$ cat config.mk
export PLATFORM = sky130hd
export DESIGN_NAME = epnrm_sqrt
export DESIGN_NICKNAME = d
export VERILOG_FILES = /design/src/hdl/epnrm_pkg.sv /design/src/hdl/epnrm_sqrt.sv
export SDC_FILE = /design/constraint.sdc
export NUM_CORES = 1
export LEC_CHECK = 0
export ABC_AREA = 1
export ABC_CLOCK_PERIOD_IN_PS = 4300
export BUFFER_PORTS_ARGS = -buffer_cell sky130_fd_sc_hd__buf_2
export CAP_MARGIN = 25
export CORE_UTILIZATION = 45
export CTS_CLUSTER_SIZE = 40
export DETAILED_ROUTE_END_ITERATION = 7
export SLEW_MARGIN = 15
export SYNTH_ARGS = -nofsm -noshare
export SYNTH_HDL_FRONTEND = slang
export SYNTH_SLANG_ARGS = --single-unit
$ cat constraint.sdc
create_clock -name clock -period 4.3 [get_ports clock]
set_input_delay 0.86 -clock clock [delete_from_list [all_inputs] [get_ports clock]]
set_output_delay 0.86 -clock clock [all_outputs]
set_load 0.02 [all_outputs]
$ cat src/hdl/epnrm_pkg.sv
// Package for the eta/phi nearest match block: payload structs, CSR indexes,
// fixed-point constants and the CORDIC arctangent table. No dependencies.
`timescale 1ns / 1ps
`default_nettype none
package epnrm_pkg;

   typedef struct packed {
      logic [2:0]         cand_type;
      logic               is_endcap;
      logic [3:0]         pt_code;
      logic signed [15:0] pos_x;
      logic signed [15:0] pos_y;
      logic signed [15:0] pos_z;
      logic               last_candidate;
   } req_type;

   typedef struct packed {
      logic [4:0]  matched_pt;
      logic [15:0] min_dr;
      logic        matched;
   } rsp_type;

   localparam int CsrIdxW = 2;
   localparam logic [CsrIdxW-1:0] CSR_REF_ETA      = 2'd0;
   localparam logic [CsrIdxW-1:0] CSR_REF_PHI      = 2'd1;
   localparam logic [CsrIdxW-1:0] CSR_MATCH_WINDOW = 2'd2;

   localparam logic [2:0]  CAND_TYPE_ROI   = 3'd2;
   localparam logic [15:0] WINDOW_RESET    = 16'd164;
   localparam logic [15:0] LN2_Q16         = 16'd45426;
   localparam int          PI_Q13          = 25736;
   localparam int          TWO_PI_Q13      = 51472;
   localparam int          HALF_PI_Q16     = 102944;

   // CORDIC datapath widths
   localparam int CordicSteps = 17;
   localparam int CordicXyW   = 35;
   localparam int CordicAngW  = 20;

   // square-root unit: 48-bit radicand, 24-bit root, 2 bits per step
   localparam int SqrtRadW  = 48;
   localparam int SqrtRootW = 24;
   localparam int SqrtSteps = 24;

   // log2 unit: 25-bit operand, Q16 result with 5 integer bits
   localparam int LogOpW  = 25;
   localparam int LogOutW = 21;

   typedef struct packed {
      logic                         valid;
      logic signed [CordicXyW-1:0]  cx;
      logic signed [CordicXyW-1:0]  cy;
      logic signed [CordicAngW-1:0] ang;
   } cordic_type;

   // atan(2^-i) in Q16 radians
   function automatic logic [15:0] cordic_atan(input logic [4:0] step);
      logic [15:0] val;
      case (step)
         5'd0:    val = 16'd51472;
         5'd1:    val = 16'd30386;
         5'd2:    val = 16'd16055;
         5'd3:    val = 16'd8150;
         5'd4:    val = 16'd4091;
         5'd5:    val = 16'd2047;
         5'd6:    val = 16'd1024;
         5'd7:    val = 16'd512;
         5'd8:    val = 16'd256;
         5'd9:    val = 16'd128;
         5'd10:   val = 16'd64;
         5'd11:   val = 16'd32;
         5'd12:   val = 16'd16;
         5'd13:   val = 16'd8;
         5'd14:   val = 16'd4;
         5'd15:   val = 16'd2;
         5'd16:   val = 16'd1;
         default: val = 16'd0;
      endcase
      return val;
   endfunction

endpackage
`default_nettype wire

$ cat src/hdl/epnrm_sqrt.sv
// Iterative floor square root, two radicand bits per cycle.
// Depends on epnrm_pkg (widths).
`timescale 1ns / 1ps
`default_nettype none
module epnrm_sqrt
   import epnrm_pkg::*;
(
   input  wire logic                 clock,
   input  wire logic                 reset,
   input  wire logic                 start,
   input  wire logic [SqrtRadW-1:0]  radicand,
   output logic                      done,
   output logic [SqrtRootW-1:0]      root
);

   localparam int CntW = $clog2(SqrtSteps);
   localparam int RemW = SqrtRootW + 2;

   logic                 busy_ff, done_ff;
   logic [CntW-1:0]      cnt_ff;
   logic [SqrtRadW-1:0]  rad_ff;
   logic [RemW-1:0]      rem_ff;
   logic [SqrtRootW-1:0] root_ff;
   logic [RemW:0]        rem_sh, trial;

   always_comb begin
      rem_sh = {rem_ff[RemW-2:0], rad_ff[SqrtRadW-1 -: 2]};
      trial  = {1'b0, root_ff, 2'b01};
   end

   always_ff @(posedge clock) begin
      if (reset) begin
         busy_ff <= 1'b0;
         done_ff <= 1'b0;
      end else begin
         done_ff <= 1'b0;
         if (start) begin
            busy_ff <= 1'b1;
         end else if (busy_ff && cnt_ff == CntW'(SqrtSteps - 1)) begin
            busy_ff <= 1'b0;
            done_ff <= 1'b1;
         end
      end
      if (start) begin
         rad_ff  <= radicand;
         rem_ff  <= '0;
         root_ff <= '0;
         cnt_ff  <= '0;
      end else if (busy_ff) begin
         rad_ff <= rad_ff << 2;
         cnt_ff <= cnt_ff + 1'b1;
         if (rem_sh >= trial) begin
            rem_ff  <= RemW'(rem_sh - trial);
            root_ff <= {root_ff[SqrtRootW-2:0], 1'b1};
         end else begin
            rem_ff  <= RemW'(rem_sh);
            root_ff <= {root_ff[SqrtRootW-2:0], 1'b0};
         end
      end
   end

   assign done = done_ff;
   assign root = root_ff;

endmodule
`default_nettype wire

==> out/metrics.cfg <==
[status]
status = complete, no violations

[cts]
hold_buffers = 0
tritoncts = built
insertion_delay_ns = 0.36
clockBufferDepth = 2
post_cts_resized = 0
numClockSinks = 104
cts-root-buf = clkbuf_16
numCtsBuffers = 9
htree_levels = 3
clk_pin_slew_ns = 0.07
cts_setup_buffers = 0

[synth]
synth.avg_cell_area_um2 = 7.11
synthTopCellsByArea = nand2_1, edfxtp_1, dfxtp_1, inv_1, ha_1
yosysUniqueCellTypes = 38
syn_nets = 945
ys_seq_elements = 104
yosysTopAreaCellShare = 0.239
synth_warnings = 0
synth_area_um2 = 6160
yosysTopAreaCell = nand2_1
yosysSeqAreaShare = 0.416
syn_inst = 867

[global_route]
grt.total_usage = 0.218
grt-ovfl-total = 0
grt_first_pass_wirelength_mm = 24.5
grt_max_degree = 55
antenna_found_initial = 0
grt_pass1_vias = 5191

[sta]
worst_slack_ns = 1.70
max_slew.worst_pin.slew_ns = 0.955
slew_viol_final = 0
fin_crit_sh = 0.605
max-slew-margin-rel = 0.363
min_period_ns = 2.60
finalHoldViolations = 0
fin_skew_ns = 0.00905
hold_slack_ns = 0.466
finalSetupViolations = 0
rsz0062_at_grt = no
final.setup.tns_ns = 0
max_clock_freq_mhz = 385

[critical_path]
max_stage_delay_ns = 0.38
worst_ep_arrival_time_ns = 2.86
critPathMaxFanout = 26
cp_cell_sequence = inv_1, ha_1, nand2_1, inv_1, nand2_2, inv_1, nand2_1, nand2_1, a21oi_4, buf_4, nand3_4, nand2_1, nand2_1, nand2_1, nand2_1
crit_slowest_cell = nand3_4
path_class = flip-flop to flip-flop
r2r-end = rem_ff[22]$_SDFFE_PP0P_
cp_common_cell = nand2_1
cp_num_buf_inv = 4
required_ns = 4.56
reg2reg_depth = 15
reg2reg_slack_ns = 1.70
cp-start-kind = flip-flop
crit_path_end_kind = flip-flop
reg2reg_from = root[13]$_SDFFE_PP0P_
cp_top_family = simple AND/OR/NAND/NOR gates
worstSetupPathDepth = 15

[route]
via_count = 5439
antenna_left = 0
drt_iter0_markers = 314
drc = 0
via_per_inst = 4.88
first_pass_iters = 5
postRouteWirelength_mm = 14.5
wl_per_cell_um = 13.0

[placed_design]
post-dp-hpwl_mm = 10.5
io_buffers = 75
dp.cells = 1098
place.gp.congestion = 0.921
pre_cts_ws_ns = 1.51

[worst_hold_path]
hold_end = rem_ff[23]$_SDFFE_PP0P_
hp-start = rem_ff[23]$_SDFFE_PP0P_
min_delay_path_depth = 2
hold_path_class = flip-flop to flip-flop

[cells_and_area]
regArea_um2 = 2560
nFillCells = 1397
multi_input_area_um2 = 3040
layout_common_cells = nand2_1, inv_1, buf_2
final_common_cell = nand2_1
antenna_cells = 0
finalNonFillerCells = 1114
drive_gt1_frac = 0.140
syn2layout_area_growth_pct = 13.0
fin_nets = 1011

[floorplanning]
die_x_um = 119
dieHeight_um = 119
ioPinCount = 76
start_util = 0.463
coreArea_um2 = 13300
die-area_um2 = 14200
rows = 42

[pwr]
leakage_nw = 3.69
power_density_nw_per_um2 = 865
ir_drop_uv = 333

[flow_run]
drv_cap = 0

## routing by layer
metal | GRT usage | share of wire
met1 | 0.273 | 0.46
met2 | 0.370 | 0.48
met3 | 0.0484 | 0.041
met4 | 0.0696 | 0.019
met5 | 0 | 0
## worst min-delay path, cell delays in order (launching register included)
cell and delay, ns:
dfxtp_1 0.31, nand2_1 0.06, nand2_1 0.05
## power breakdown
part           internal (mW)  switching, mW  leakage, nW
clock network          0.404          0.395        0.136
logic                   1.32           2.63         2.60
registers               1.19         0.0846        0.948
total                   2.91           3.11         3.69
## how the worst max path moves through the flow
stage | startpoint | to | slack [ns]
after floorplan | start | rad_ff[0]$_SDFFCE_PN0P_ | 0.90
after global placement | start | root[14]$_SDFFE_PP0P_ | 1.56
after detailed placement | start | root[14]$_SDFFE_PP0P_ | 1.51
after CTS | root[14]$_SDFFE_PP0P_ | rem_ff[22]$_SDFFE_PP0P_ | 1.67
after global routing | root[16]$_SDFFE_PP0P_ | rem_ff[22]$_SDFFE_PP0P_ | 1.46
final | root[13]$_SDFFE_PP0P_ | rem_ff[22]$_SDFFE_PP0P_ | 1.70
## layout make-up
type | count | share of cell area
clock buffers | 10 | 0.0329
clock inverters | 6 | 0.00737
inverters | 115 | 0.0620
multi-input cells | 621 | 0.436
flip-flops and latches | 104 | 0.368
well taps | 176 | 0.0316
repair buffers | 82 | 0.0615
## through the flow
stage          power, mW  area [um^2]   util
6_report            6.02         6960  0.524
5_1_grt             6.65         6960  0.524
4_1_cts             6.05         6960  0.524
3_5_place_dp        5.23         6680  0.502
3_3_place_gp        5.23         6680  0.502
2_1_floorplan       4.50         6160      -
## registers in the layout (all words and copies together), names as in the netlist
register  count
done          1
cnt_ff        5
rad_ff       48
rem_ff       25
busy_ff       1
root         24
## cells by family (layout without fill, tap and decap cells)
logic type | count (synthesis) | after routing | synth area share
simple gates | 529 | 529 | 0.368
buf+inv | 142 | 213 | 0.0920
flops | 104 | 104 | 0.416
compound gates | 53 | 53 | 0.0528
fa+ha+maj | 27 | 27 | 0.0548
xor+xnor | 12 | 12 | 0.0171
## cell usage after synthesis, drive strengths merged
cell and instances:
and2 2, xnor2 1, ha 27, nor3 9
a31oi 1, nand2 407, o21ai 4, nand3b 2
o21bai 5, a21oi 18, nand3 36, edfxtp 48
clkbuf 14, or2 2, a22o 1, and3 1
nand4 32, xor2 11, inv 115, o22ai 23
nor3b 2, a21o 1, nor2 36, buf 13
dfxtp 56
No activity file was read; power rests on OpenSTA's default activity.
