==> src/hdl/epnrm_pkg.sv <==
// Package for the eta/phi nearest match block: payload structs, CSR indexes,
// fixed-point constants and the CORDIC arctangent table. No dependencies.
`timescale 1ns / 1ps
`default_nettype none
package epnrm_pkg;

   typedef struct packed {
      logic [2:0]         cand_type;
      logic               is_endcap;
      logic [3:0]         pt_code;
      logic signed [15:0] pos_x;
      logic signed [15:0] pos_y;
      logic signed [15:0] pos_z;
      logic               last_candidate;
   } req_type;

   typedef struct packed {
      logic [4:0]  matched_pt;
      logic [15:0] min_dr;
      logic        matched;
   } rsp_type;

   localparam int CsrIdxW = 2;
   localparam logic [CsrIdxW-1:0] CSR_REF_ETA      = 2'd0;
   localparam logic [CsrIdxW-1:0] CSR_REF_PHI      = 2'd1;
   localparam logic [CsrIdxW-1:0] CSR_MATCH_WINDOW = 2'd2;

   localparam logic [2:0]  CAND_TYPE_ROI   = 3'd2;
   localparam logic [15:0] WINDOW_RESET    = 16'd164;
   localparam logic [15:0] LN2_Q16         = 16'd45426;
   localparam int          PI_Q13          = 25736;
   localparam int          TWO_PI_Q13      = 51472;
   localparam int          HALF_PI_Q16     = 102944;

   // CORDIC datapath widths
   localparam int CordicSteps = 17;
   localparam int CordicXyW   = 35;
   localparam int CordicAngW  = 20;

   // square-root unit: 48-bit radicand, 24-bit root, 2 bits per step
   localparam int SqrtRadW  = 48;
   localparam int SqrtRootW = 24;
   localparam int SqrtSteps = 24;

   // log2 unit: 25-bit operand, Q16 result with 5 integer bits
   localparam int LogOpW  = 25;
   localparam int LogOutW = 21;

   typedef struct packed {
      logic                         valid;
      logic signed [CordicXyW-1:0]  cx;
      logic signed [CordicXyW-1:0]  cy;
      logic signed [CordicAngW-1:0] ang;
   } cordic_type;

   // atan(2^-i) in Q16 radians
   function automatic logic [15:0] cordic_atan(input logic [4:0] step);
      logic [15:0] val;
      case (step)
         5'd0:    val = 16'd51472;
         5'd1:    val = 16'd30386;
         5'd2:    val = 16'd16055;
         5'd3:    val = 16'd8150;
         5'd4:    val = 16'd4091;
         5'd5:    val = 16'd2047;
         5'd6:    val = 16'd1024;
         5'd7:    val = 16'd512;
         5'd8:    val = 16'd256;
         5'd9:    val = 16'd128;
         5'd10:   val = 16'd64;
         5'd11:   val = 16'd32;
         5'd12:   val = 16'd16;
         5'd13:   val = 16'd8;
         5'd14:   val = 16'd4;
         5'd15:   val = 16'd2;
         5'd16:   val = 16'd1;
         default: val = 16'd0;
      endcase
      return val;
   endfunction

endpackage
`default_nettype wire

==> src/hdl/epnrm_log2.sv <==
// Iterative log2 in Q16: leading-one normalize, then one squaring per fraction bit.
// Depends on epnrm_pkg (widths).
`timescale 1ns / 1ps
`default_nettype none
module epnrm_log2
   import epnrm_pkg::*;
(
   input  wire logic               clock,
   input  wire logic               reset,
   input  wire logic               start,
   input  wire logic [LogOpW-1:0]  operand,
   output logic                    done,
   output logic [LogOutW-1:0]      result
);

   logic              busy_ff, done_ff;
   logic [3:0]        cnt_ff;
   logic [30:0]       m_ff;
   logic [LogOutW-1:0] out_ff;
   logic [4:0]        msb;
   logic [30:0]       m_norm;
   logic [61:0]       sq;
   logic [31:0]       sq_hi;

   always_comb begin
      msb = '0;
      for (int i = 0; i < LogOpW; i++) begin
         if (operand[i]) msb = 5'(i);
      end
      m_norm = {{(31-LogOpW){1'b0}}, operand} << (5'd30 - msb);
      sq     = m_ff * m_ff;
      sq_hi  = sq[61:30];
   end

   always_ff @(posedge clock) begin
      if (reset) begin
         busy_ff <= 1'b0;
         done_ff <= 1'b0;
      end else begin
         done_ff <= 1'b0;
         if (start) begin
            busy_ff <= 1'b1;
         end else if (busy_ff && cnt_ff == 4'd15) begin
            busy_ff <= 1'b0;
            done_ff <= 1'b1;
         end
      end
      if (start) begin
         m_ff   <= m_norm;
         out_ff <= {msb, 16'd0};
         cnt_ff <= '0;
      end else if (busy_ff) begin
         cnt_ff <= cnt_ff + 1'b1;
         if (sq_hi[31]) begin
            m_ff           <= sq_hi[31:1];
            out_ff[~cnt_ff] <= 1'b1;
         end else begin
            m_ff <= sq_hi[30:0];
         end
      end
   end

   assign done   = done_ff;
   assign result = out_ff;

endmodule
`default_nettype wire

==> config.mk <==
export PLATFORM = sky130hd
export DESIGN_NAME = epnrm_log2
export DESIGN_NICKNAME = d
export VERILOG_FILES = /design/src/hdl/epnrm_pkg.sv /design/src/hdl/epnrm_log2.sv
export SDC_FILE = /design/constraint.sdc
export NUM_CORES = 2
export LEC_CHECK = 0
export BUFFER_PORTS_ARGS = -buffer_cell sky130_fd_sc_hd__buf_2
export CAP_MARGIN = 20
export CORE_UTILIZATION = 55
export CTS_CLUSTER_DIAMETER = 150
export CTS_CLUSTER_SIZE = 12
export DETAILED_ROUTE_END_ITERATION = 10
export PLACE_DENSITY = 0.71
export SYNTH_ARGS = -nofsm -noshare
export SYNTH_HDL_FRONTEND = slang
export SYNTH_SLANG_ARGS = --single-unit
==> constraint.sdc <==
create_clock -name clock -period 13.4 [get_ports clock]
set_clock_uncertainty 0.2 [all_clocks]
set_input_delay 2.68 -clock clock [delete_from_list [all_inputs] [get_ports clock]]
set_output_delay 2.68 -clock clock [all_outputs]
set_load 0.005 [all_outputs]
==> results <==
- The global-route wire length before repair is 134,000 um.
- The data required time at the worst endpoint is about 13 ns.
- The buffers inserted during post-CTS setup optimization is 0.
- Subtracting the final worst setup slack from the clock period gives 10.0 ns.
- The weighted congestion reported at the end of routability-driven placement is 0.962.
- The first routing iteration left ~1,800 violations.
- The later pin in the worst-skew pair is clocked with a latency of 0.33 ns.
- Yosys mapped a number of flops with a built-in enable equal to 36.
- The cell class contributing the biggest share of worst-path delay is adder cells.
- The worst-case clock buffer depth is 2.
- After legalization and detailed placement, the total HPWL measured 64,300 um.
- The cell count after synthesis came out at 3,450.
- The final hold violation count was 0.
- The count of yosys warnings during synthesis is 0.
- Of all nets on the critical path, the largest fanout is 27.
- For this design, the sink count on the clock tree is between 50 and 60.
- The endpoint identified for the worst register-to-register timing path is m_ff[0].
- Counting the buffers created by CTS gives 9.
- After detailed routing, the total wire length is 80,300 um.
- The final global-route overflow total is 0.
- The distinct cell type count after synthesis is 87.
- The number of iterations in the first detailed-routing pass is 5.
- The initial antenna violation count is 2.
- In this run the register-to-register setup slack is 3.40 ns.
- The die is 242 um wide.
- The source of the critical timing path is m_ff[16].
- The area share of the leading cell type in the synthesized netlist is between 40% and 50%.
- The number of global-route vias before repair is 25,300.
- The endpoint of the worst setup timing path is m_ff[0].
- The launch instance of the worst register-to-register path is m_ff[16].
- The number of nets in the synthesized netlist is 4,497.
- The cell with the most instances on the worst path is sky130_fd_sc_hd__fa_1.
- The critical path buffer and inverter count is 6.
- In this run the clock root is driven by a sky130_fd_sc_hd__clkbuf_16.
- Port buffering added 49 buffers.
- The pin count of the biggest net entering global routing is 70.
- The tightest min-delay check is of the reg2reg type.
- The critical path startpoint category is a flip-flop.
- 50 I/O pins were placed.
- The number of maximum-capacitance constraint violations is 0.
- Using the TritonRoute via totals, the vias-per-cell ratio works out to ~5.6.
- The number of hold buffers added after CTS was 0.
- The initialized floorplan defines 87 standard-cell rows.
- The flow ran to the end, and the final reports show no timing, DRC or antenna violations.
- The worst-case headroom to the max-slew limit is between 30% and 40%.
- In this run the number of cells on the critical path is 25.
- The net count of the finished layout is 4,442.
- By area the synthesized netlist is led by sky130_fd_sc_hd__fa_1 47%, sky130_fd_sc_hd__inv_1 11%, sky130_fd_sc_hd__ha_1 11%.
- Yosys instantiated no cell more often than sky130_fd_sc_hd__inv_1.
- The sequential element share of the synthesized area is 4.80%.
- The prevailing post-synth register cell is sky130_fd_sc_hd__edfxtp_1.
- The worst setup path is captured at a flip-flop.
- The synthesized design spends more area on one cell type than any other, namely sky130_fd_sc_hd__fa_1.
- Dividing the detail-routed wire length by the instance count gives ~19 um.
- After clock tree synthesis, the clock-pin slew on the worst setup and hold paths is 0.05 ns.
- The die area is 58,600 um2.
- The total of endpoints with negative setup slack in the final report is 0.
- The final count of pins violating max slew is 0.
- Data on the critical path arrives at its endpoint at 9.84 ns.
- In the finished design, the share of the clock period the worst path needs comes to 74.6%.
- The total number of vias is 23,200.
- The critical path is of the reg2reg type.
- The accumulated negative setup slack is 0 ns.
- The async set-or-reset flop fraction in the synthesized netlist is 0%.
- The number of cells traversed by the worst register-to-register path is 25.
- Global routing consumed, over all layers together, 28.9% of the routing resources.
- The core region is 56,600 um2.
- On the worst path, the slowest cell contributes a delay of 0.91 ns.
- Once the floorplan was initialized, standard cells occupied around 56% of the core.
- The number of antenna diodes in the final layout is 0.
- For the pin with the worst max-slew slack, the measured transition is 0.995 ns.
- TritonCTS built the clock tree.
- From bottom edge to top edge, the die measures 242 um.
- Counting instances in the post-synthesis netlist gives the leading cell types as 924 x sky130_fd_sc_hd__inv_1, 747 x sky130_fd_sc_hd__fa_1, 350 x sky130_fd_sc_hd__nand2_1.
- The DRC violation count after routing is 0.
- The register bit total from synthesis is 58.
- On the critical path, the stage with the largest delay is an instance of sky130_fd_sc_hd__edfxtp_1.
- After synthesis the cells add up to roughly 32,000 um2.
- The post-synthesis area per instance is 9.19 um2.
- The deepest level of the CTS H-tree is 3.
- In this run the remaining antenna-violating nets after routing total 0.
- The signed area change from the synthesized netlist to the final layout is 3.53%.
- The share of post-route cells with drive strength above 1 is 4.74%.
- The post-cts resize count is 0.
- Derived from the worst setup path, the maximum achievable clock frequency is 100 MHz.
- Setup repair after global routing left no endpoint under its margin.
==> metrics by stage <==
stage | utilization [%] | hold WS (ns) | cell area (um2) | setup slack [ns] | cells
floorplan | - | 0.261 | 31700 | 4.96 | 3450
global placement | 57.5 | 0.245 | 32500 | 3.61 | 4140
detailed placement | 57.5 | 0.251 | 32500 | 3.46 | 4140
CTS | 58.0 | 0.266 | 32800 | 3.42 | 4156
global route | 58.0 | 0.290 | 32800 | 2.96 | 4156
finish | 58.0 | 0.270 | 32800 | 3.40 | 4156
==> routing by layer <==
metal	routed length, um	track usage (%)
met1	32800	38.8
met2	38800	48.2
met3	5730	4.52
met4	2940	9.49
met5	12	0
==> layout by cell type (no fill, tap or decap), types with 36 or more instances in the layout <==
cell                         n
sky130_fd_sc_hd__inv_1     924
sky130_fd_sc_hd__fa_1      747
sky130_fd_sc_hd__nand2_1   350
sky130_fd_sc_hd__ha_1      272
sky130_fd_sc_hd__and2_1    195
sky130_fd_sc_hd__nor2_1    120
sky130_fd_sc_hd__a21oi_1    81
sky130_fd_sc_hd__o21ai_0    52
sky130_fd_sc_hd__buf_2      49
sky130_fd_sc_hd__buf_4      37
sky130_fd_sc_hd__nand3_1    36
sky130_fd_sc_hd__edfxtp_1   36
==> how the worst min path moves through the flow <==
stage	end	cells past startpoint	slack, ns	from
after floorplan	result[0]	2	0.26	result[0]
after global placement	result[15]	2	0.24	result[15]
after detailed placement	result[4]	2	0.25	result[4]
after CTS	result[5]	2	0.27	result[5]
after global routing	result[0]	2	0.29	result[0]
final	result[5]	2	0.27	result[5]
==> flip-flops by register name (all words and copies together), names as in the netlist <==
signal and count:
result 21, busy_ff 1, cnt_ff 4, m_ff 31, done 1
==> tightest hold or removal path, cell delays in order (launching register included) <==
cell and delay, ns:
sky130_fd_sc_hd__dfxtp_1 0.32, sky130_fd_sc_hd__a31oi_1 0.04, sky130_fd_sc_hd__nor2_1 0.07
==> cells by family after synthesis <==
group	after synthesis	share of synthesized area (%)
AOI/OAI and AO/OA	369	8.23
adders and majority gates	1019	57.9
muxes	54	2.29
and+or+nand+nor	822	12.4
xor gates and xnor gates	49	1.35
DFF	58	4.80
buffers and inverters	1079	13.0
==> area by class of cell <==
cell class | count | area, um2
inverter | 927 | 3480
clock inverter | 4 | 22.5
timing repair buffer | 86 | 523
multi-input combinational | 2313 | 26000
tap | 756 | 946
clock buffer | 12 | 267
fill | 5017 | 23800
sequential | 58 | 1520
Power is left out: the tool's default activity adds up to more than one toggle a clock period on the data nets, which glitch-free logic cannot reach.
