--- src/hdl/epnrm_pkg.sv ---
// Package for the eta/phi nearest match block: payload structs, CSR indexes,
// fixed-point constants and the CORDIC arctangent table. No dependencies.
`timescale 1ns / 1ps
`default_nettype none
package epnrm_pkg;

   typedef struct packed {
      logic [2:0]         cand_type;
      logic               is_endcap;
      logic [3:0]         pt_code;
      logic signed [15:0] pos_x;
      logic signed [15:0] pos_y;
      logic signed [15:0] pos_z;
      logic               last_candidate;
   } req_type;

   typedef struct packed {
      logic [4:0]  matched_pt;
      logic [15:0] min_dr;
      logic        matched;
   } rsp_type;

   localparam int CsrIdxW = 2;
   localparam logic [CsrIdxW-1:0] CSR_REF_ETA      = 2'd0;
   localparam logic [CsrIdxW-1:0] CSR_REF_PHI      = 2'd1;
   localparam logic [CsrIdxW-1:0] CSR_MATCH_WINDOW = 2'd2;

   localparam logic [2:0]  CAND_TYPE_ROI   = 3'd2;
   localparam logic [15:0] WINDOW_RESET    = 16'd164;
   localparam logic [15:0] LN2_Q16         = 16'd45426;
   localparam int          PI_Q13          = 25736;
   localparam int          TWO_PI_Q13      = 51472;
   localparam int          HALF_PI_Q16     = 102944;

   // CORDIC datapath widths
   localparam int CordicSteps = 17;
   localparam int CordicXyW   = 35;
   localparam int CordicAngW  = 20;

   // square-root unit: 48-bit radicand, 24-bit root, 2 bits per step
   localparam int SqrtRadW  = 48;
   localparam int SqrtRootW = 24;
   localparam int SqrtSteps = 24;

   // log2 unit: 25-bit operand, Q16 result with 5 integer bits
   localparam int LogOpW  = 25;
   localparam int LogOutW = 21;

   typedef struct packed {
      logic                         valid;
      logic signed [CordicXyW-1:0]  cx;
      logic signed [CordicXyW-1:0]  cy;
      logic signed [CordicAngW-1:0] ang;
   } cordic_type;

   // atan(2^-i) in Q16 radians
   function automatic logic [15:0] cordic_atan(input logic [4:0] step);
      logic [15:0] val;
      case (step)
         5'd0:    val = 16'd51472;
         5'd1:    val = 16'd30386;
         5'd2:    val = 16'd16055;
         5'd3:    val = 16'd8150;
         5'd4:    val = 16'd4091;
         5'd5:    val = 16'd2047;
         5'd6:    val = 16'd1024;
         5'd7:    val = 16'd512;
         5'd8:    val = 16'd256;
         5'd9:    val = 16'd128;
         5'd10:   val = 16'd64;
         5'd11:   val = 16'd32;
         5'd12:   val = 16'd16;
         5'd13:   val = 16'd8;
         5'd14:   val = 16'd4;
         5'd15:   val = 16'd2;
         5'd16:   val = 16'd1;
         default: val = 16'd0;
      endcase
      return val;
   endfunction

endpackage
`default_nettype wire

--- src/hdl/epnrm_cordic_cell.sv ---
// One CORDIC vectoring cell of the phi chain: one micro-rotation per cell.
// Depends on epnrm_pkg (cordic_type, cordic_atan).
`timescale 1ns / 1ps
`default_nettype none
module epnrm_cordic_cell
   import epnrm_pkg::*;
(
   input  wire logic       clock,
   input  wire logic       reset,
   input  wire logic [4:0] step,
   input  cordic_type      cell_in,
   output cordic_type      cell_out
);

   cordic_type cell_ff;
   logic signed [CordicXyW-1:0] dx, dy;
   logic signed [CordicAngW-1:0] atan_val;

   always_comb begin
      dx       = $signed(cell_in.cy) >>> step;
      dy       = $signed(cell_in.cx) >>> step;
      atan_val = $signed({{(CordicAngW-16){1'b0}}, cordic_atan(step)});
   end

   always_ff @(posedge clock) begin
      if (reset) begin
         cell_ff.valid <= 1'b0;
      end else begin
         cell_ff.valid <= cell_in.valid;
      end
      // rotate toward the x axis
      if (!cell_in.cy[CordicXyW-1]) begin
         cell_ff.cx  <= cell_in.cx + dx;
         cell_ff.cy  <= cell_in.cy - dy;
         cell_ff.ang <= cell_in.ang + atan_val;
      end else begin
         cell_ff.cx  <= cell_in.cx - dx;
         cell_ff.cy  <= cell_in.cy + dy;
         cell_ff.ang <= cell_in.ang - atan_val;
      end
   end

   assign cell_out = cell_ff;

endmodule
`default_nettype wire

--- config.mk ---
export PLATFORM = sky130hd
export DESIGN_NAME = epnrm_cordic_cell
export DESIGN_NICKNAME = d
export VERILOG_FILES = /design/src/hdl/epnrm_pkg.sv /design/src/hdl/epnrm_cordic_cell.sv
export SDC_FILE = /design/constraint.sdc
export NUM_CORES = 1
export LEC_CHECK = 0
export BUFFER_PORTS_ARGS = -buffer_cell sky130_fd_sc_hd__buf_4
export CORE_UTILIZATION = 45
export CTS_CLUSTER_SIZE = 30
export DETAILED_ROUTE_END_ITERATION = 8
export PLACE_DENSITY_LB_ADDON = 0.15
export SLEW_MARGIN = 20
export SYNTH_ARGS = -nofsm -noshare
export SYNTH_HDL_FRONTEND = slang
export SYNTH_SLANG_ARGS = --single-unit
--- constraint.sdc ---
create_clock -name clock -period 12.8 [get_ports clock]
set_input_delay 1.92 -clock clock [delete_from_list [all_inputs] [get_ports clock]]
set_output_delay 1.92 -clock clock [all_outputs]
set_load 0.005 [all_outputs]
==> results of run 1 <==
==> logic make-up (layout without fill, tap and decap cells) <==
logic type | Yosys count | count (layout) | share of synthesized area, %
mux | 200 | 200 | 22.9
flops | 91 | 91 | 13.4
xor+xnor | 132 | 132 | 8.48
buf+inv | 140 | 266 | 5.33
fa+ha+maj | 101 | 101 | 9.43
simple gates | 489 | 489 | 17.8
compound gates | 469 | 469 | 22.7
==> final cells by class <==
type / count / area, µm² / share of cell area, %
multi-input combinational: 1391 / 11100 / 72.1
sequential: 91 / 1820 / 11.8
timing repair buffer: 201 / 1510 / 9.83
tap: 390 / 488 / 3.17
clock buffer: 9 / 225 / 1.46
inverter: 49 / 184 / 1.19
clock inverter: 7 / 68.8 / 0.447
==> Yosys cell counts (all sizes together) (20+ instances only) <==
library cell and instances:
mux2 43, ha 98, nor2b 20, and3 25, a21o 32, a31oi 37
o21ai 84, nand3 39, mux2i 74, inv 49, mux4 83, xor2 43
nor3 31, dfxtp 91, a21oi 118, nor2 131, o21a 21, a211oi 20
nand2 132, xnor2 89, clkbuf 38, buf 53
==> worst max-delay path, cell delays in order <==
cell	delay, ns
buf_6	0.50
buf_4	0.90
or3b_2	0.28
o211ai_1	0.10
a311o_1	0.34
a211oi_2	0.35
o2111ai_1	0.31
nor4b_2	0.76
nand3_1	0.36
a21oi_1	0.23
o32a_1	0.19
ha_1	0.25
nand4_1	0.13
nor2_1	0.20
nand2_1	0.11
a2111oi_0	0.83
nor3_1	0.26
nor4_1	0.49
o22ai_1	0.18
xnor2_1	0.14
==> how the worst max path moves through the flow <==
stage	depth (start not counted)	startpoint	endpoint
6_report	20	step[0]	cell_out[89]
5_1_grt	20	step[0]	cell_out[89]
4_1_cts	20	step[0]	cell_out[89]
3_5_place_dp	20	step[0]	cell_out[89]
3_3_place_gp	21	step[0]	cell_out[54]
2_1_floorplan	25	step[0]	cell_out[87]
==> routing by layer <==
layer | GRT usage (%) | up-vias
met1 | 43.7 | 6674
li1 | - | 6416
met5 | 0 | -
met3 | 5.99 | 105
met4 | 13.3 | 0
met2 | 51.9 | 670
==> through the flow <==
stage / std cells / power [mW] / instance area [µm²] / util, % / setup WS [ns]
floorplan: 1622 / 1.10 / 13600 / - / 5.81
global placement: 2122 / 1.50 / 15100 / 50.8 / 4.17
detailed placement: 2122 / 1.50 / 15100 / 50.8 / 4.00
CTS: 2138 / 1.79 / 15400 / 51.8 / 4.41
global route: 2138 / 1.92 / 15400 / 51.8 / 3.52
finish: 2138 / 1.79 / 15400 / 51.8 / 4.24
==> power breakdown <==
| part | internal, mW | total [mW] | switching (mW) |
|---|---|---|---|
| Combinational | 0.503 | 1.07 | 0.570 |
| Clock | 0.150 | 0.277 | 0.127 |
| Sequential | 0.405 | 0.437 | 0.0317 |
| Total | 1.06 | 1.79 | 0.728 |
==> metrics.md, run 1 <==
| Metric | Value |
|---|---|
| Bufs on Longest Clock Path | `2` |
| Vias in the first global route | `13100` |
| Largest net degree at the start of global routing | `69` |
| Max Used Layer | `met4` |
| DRC viols | `0` |
| Hold depth | `2` |
| Filler instances | `2886` |
| Pleak | `6.51 nW` |
| Final setup TNS | `0 ns` |
| Met2 WL | `22900 µm` |
| CTS sink count | `91` |
| Worst Hold End | `cell_out[90]` |
| Achievable Freq | `117 MHz` |
| Async S/R FF share, synth | `0%` |
| Met1 wire length | `21300 µm` |
| Synth Area per Inst | `8.41 µm²` |
| Die Y | `176 µm` |
| Fin. Hold Viols | `0` |
| Worst Path Required | `13.07 ns` |
| Post-CTS sizing | `0` |
| # H-tree levels | `3` |
| Fin crit share | `66.9%` |
| Share of cells above drive strength 1 | `20.9%` |
| CTS tree | `built` |
| Total number of vias | `13900` |
| Syn. warnings | `0` |
| Hold crit path type | `in2reg` |
| Seq/Total Area, Yosys | `13.4%` |
| Status | `finished, final reports clean` |
| Gr ovfl total | `0` |
| Critical path class | `in2reg` |
| FP Rows | `63` |
| Mapped Nets | `1821` |
| Detailed-route wire length per cell | `23.6 µm` |
| Die area | `0.0310 mm²` |
| Leading cell type in the layout, fill and taps excluded | `buf_4` |
| Setup violations, final | `0` |
| RSZ-0062 raised after global routing | `no` |
| First-pass GRT wire length | `77600 µm` |
| Mapped Area | `0.0136 mm²` |
| Ys flop type | `dfxtp_1` |
| Pwr/cell area | `116 mW/mm²` |
| Input/output buffers | `188` |
| Ant diodes | `0` |
| Metal3 WL | `4360 µm` |
| CTS Buf Count | `9` |
| Area share of the largest cell type after synthesis | `13.4%` |
| Syn Inst Count | `1622` |
| Final net count | `1942` |
| DRT iter0 DRCs | `1327` |
| Initial antenna violation count | `0` |
| Die Width | `176 µm` |
| Number of synthesized flops with an enable pin | `0` |
| Initial Utilization | `45.9%` |
| Hold path startpoint | `reset` |
| P&R area growth vs syn | `12.9%` |
| Least-Margin Pin Slew | `1.05 ns` |
| Leading area contributor after synthesis | `dfxtp_1` |
| Final ANT Viol Nets | `0` |
| Core area | `0.0297 mm²` |
| Crit end category | `flip-flop` |
| Rel. slew slack | `28.5%` |
| I/O pin total | `189` |
| Clock root buffer master | `clkbuf_16` |
| Top cells by area, synth | `dfxtp_1 (13%), mux4_2 (13%), ha_1 (9.0%)` |
| Setup Buffers After CTS | `0` |
| Max reg flops | `91` |
| WL final | `50400 µm` |
| Clock transition at path regs | `0.06 ns` |
| Post-CTS Hold Fix Bufs | `0` |
| WP data arrival | `8.84 ns` |
| GPL Wtd Cong | `0.990` |
| Worst setup SP type | `input port` |
| Yosys cell types | `88` |
| Max-Cap Viols | `0` |
| Fin crit period | `8.56 ns` |
| Most frequent cells in the layout | `buf_4 (200), nand2_1 (132), nor2_1 (131), a21oi_1 (118), ha_1 (98)` |
| FF+latch count, synth | `91` |
| Max Slew Vio Count | `0` |
| Fin Hold WS | `1.68 ns` |
| Drt via density | `6.49` |
| Detail Placement HPWL | `38500 µm` |
| First drt pass iteration count | `6` |
| Max VDD drop | `78.7 µV` |
| Tot GR Track Use | `32.7%` |
| Max FO, Critical Path | `65` |
Note: power is estimated with default switching activity, not from simulation.
==> run 2: changes to the inputs <==
Clock period 12.8 ns to 8.3 ns, I/O delays scaled along.
==> metrics.md, run 2 (synthesis results as in run 1) <==
| Metric | Value |
|---|---|
| Placed Area | `0.0152 mm²` |
| Die Y | `176 µm` |
| Initial Utilization | `45.9%` |
| Pwr/cell area | `178 mW/mm²` |
| Fin util | `52.2%` |
| Least-Margin Pin Slew | `1.11 ns` |
| Tot GR Track Use | `32.7%` |
| Status | `finished, final reports clean` |
| RSZ-0062 raised after global routing | `no` |
| Share of cells above drive strength 1 | `21.4%` |
| Fin Hold WS | `1.01 ns` |
| Core area | `0.0297 mm²` |
| Total number of vias | `13900` |
| Post-route cell area | `0.0155 mm²` |
| Worst Path Required | `8.62 ns` |
| Post-CTS Hold Fix Bufs | `0` |
| CTS Buf Count | `9` |
| Hold depth | `2` |
| Leading cell type in the layout, fill and taps excluded | `buf_4` |
| Detail Placement HPWL | `39200 µm` |
| Vias in the first global route | `13300` |
| Crit path cell chain | `buf_6, buf_12, mux2_2, mux4_2, mux2_2, a221oi_1, and4_1, and4bb_2, nor2_1, xnor2_1, ha_1, a21oi_1, o21ai_0, nor4_1, a211oi_1, or4_1, nand3_1, o211ai_1, a41oi_1, xor2_1` |
| WP data arrival | `7.56 ns` |
| Worst Hold End | `cell_out[90]` |
| Clock root buffer master | `clkbuf_16` |
| FP Rows | `63` |
| Setup Buffers After CTS | `0` |
| Gr ovfl total | `0` |
| Clock transition at path regs | `0.07 ns` |
| P&R area growth vs syn | `13.8%` |
| Rel. slew slack | `24.2%` |
| Setup violations, final | `0` |
| Final ANT Viol Nets | `0` |
| Drt via density | `6.46` |
| Crit path buf inv count | `2` |
| Largest net degree at the start of global routing | `70` |
| I/O pin total | `189` |
| Fin crit period | `7.24 ns` |
| Initial antenna violation count | `0` |
| Detailed-route wire length per cell | `23.6 µm` |
| CTS sink count | `91` |
| Hold path startpoint | `reset` |
| Fin crit share | `87.3%` |
| DRT iter0 DRCs | `1309` |
| Die area | `0.0310 mm²` |
| Placed Instances | `2137` |
| Post-CTS sizing | `0` |
| Fin. Hold Viols | `0` |
| Final setup TNS | `0 ns` |
| Ant diodes | `0` |
| Max VDD drop | `113 µV` |
| Most frequent cells in the layout | `buf_4 (214), nand2_1 (132), nor2_1 (131), a21oi_1 (118), ha_1 (98)` |
| Max reg flops | `91` |
| DRC viols | `0` |
| Max-Cap Viols | `0` |
| Max FO, Critical Path | `66` |
| Crit path max-delay family | `simple AND/OR/NAND/NOR gates` |
| Setup slack after layout | `1.06 ns` |
| Pre-CTS WS | `0.751 ns` |
| Crit end category | `flip-flop` |
| Slowest cell on crit path | `a221oi_1` |
| Pleak | `6.58 nW` |
| Final net count | `1957` |
| Max Slew Vio Count | `0` |
| # H-tree levels | `3` |
| Top cell by count, worst path | `mux2_2` |
| Bufs on Longest Clock Path | `2` |
| Critical path's largest stage delay | `0.72 ns` |
| Count of non-filler cells in the finished layout | `2153` |
| Pwr Total | `2.77 mW` |
| GPL Wtd Cong | `1.01` |
| First-pass GRT wire length | `77400 µm` |
| Achievable Freq | `138 MHz` |
| Worst setup SP type | `input port` |
| Input/output buffers | `188` |
| Hold crit path type | `in2reg` |
| Critical path class | `in2reg` |
| Die Width | `176 µm` |
| CTS tree | `built` |
| First drt pass iteration count | `5` |
| WL final | `50700 µm` |
[run 2: cell count changes in the layout (fill, tap and decap cells not counted), sizes merged]
cell,before,now
clkinv,4,1
buf,201,216
clkbuf,9,12
[run 2: worst max path at each step]
stage	slack [ns]	cells past startpoint	endpoint	startpoint
after floorplan	1.98	25	cell_out[87]	step[0]
after global placement	0.91	19	cell_out[54]	step[0]
after detailed placement	0.75	19	cell_out[54]	step[0]
after CTS	1.13	19	cell_out[54]	step[0]
after global routing	0.65	18	cell_out[51]	step[0]
final	1.06	20	cell_out[54]	step[0]
[run 2: layout make-up]
type | instances | area [µm²]
inverters | 49 | 184
clock buffers | 12 | 246
well taps | 390 | 488
flip-flops and latches | 91 | 1820
clock inverters | 4 | 50.0
multi-input cells | 1391 | 11100
fillers | 2889 | 14200
repair buffers | 216 | 1640
[run 2: layer usage]
layer  vias up  global-route usage (%)  routed length [µm]
met5         -                       0                   0
met4         0                    14.5                1890
met3       123                    6.27                4550
met2       716                    51.0               22800
met1      6616                    43.6               21500
li1       6447                       -                   -
[run 2: power by group]
part           switching, mW  internal, mW
registers             0.0494         0.625
logic                  0.881         0.782
clock network          0.192         0.241
total                   1.12          1.65
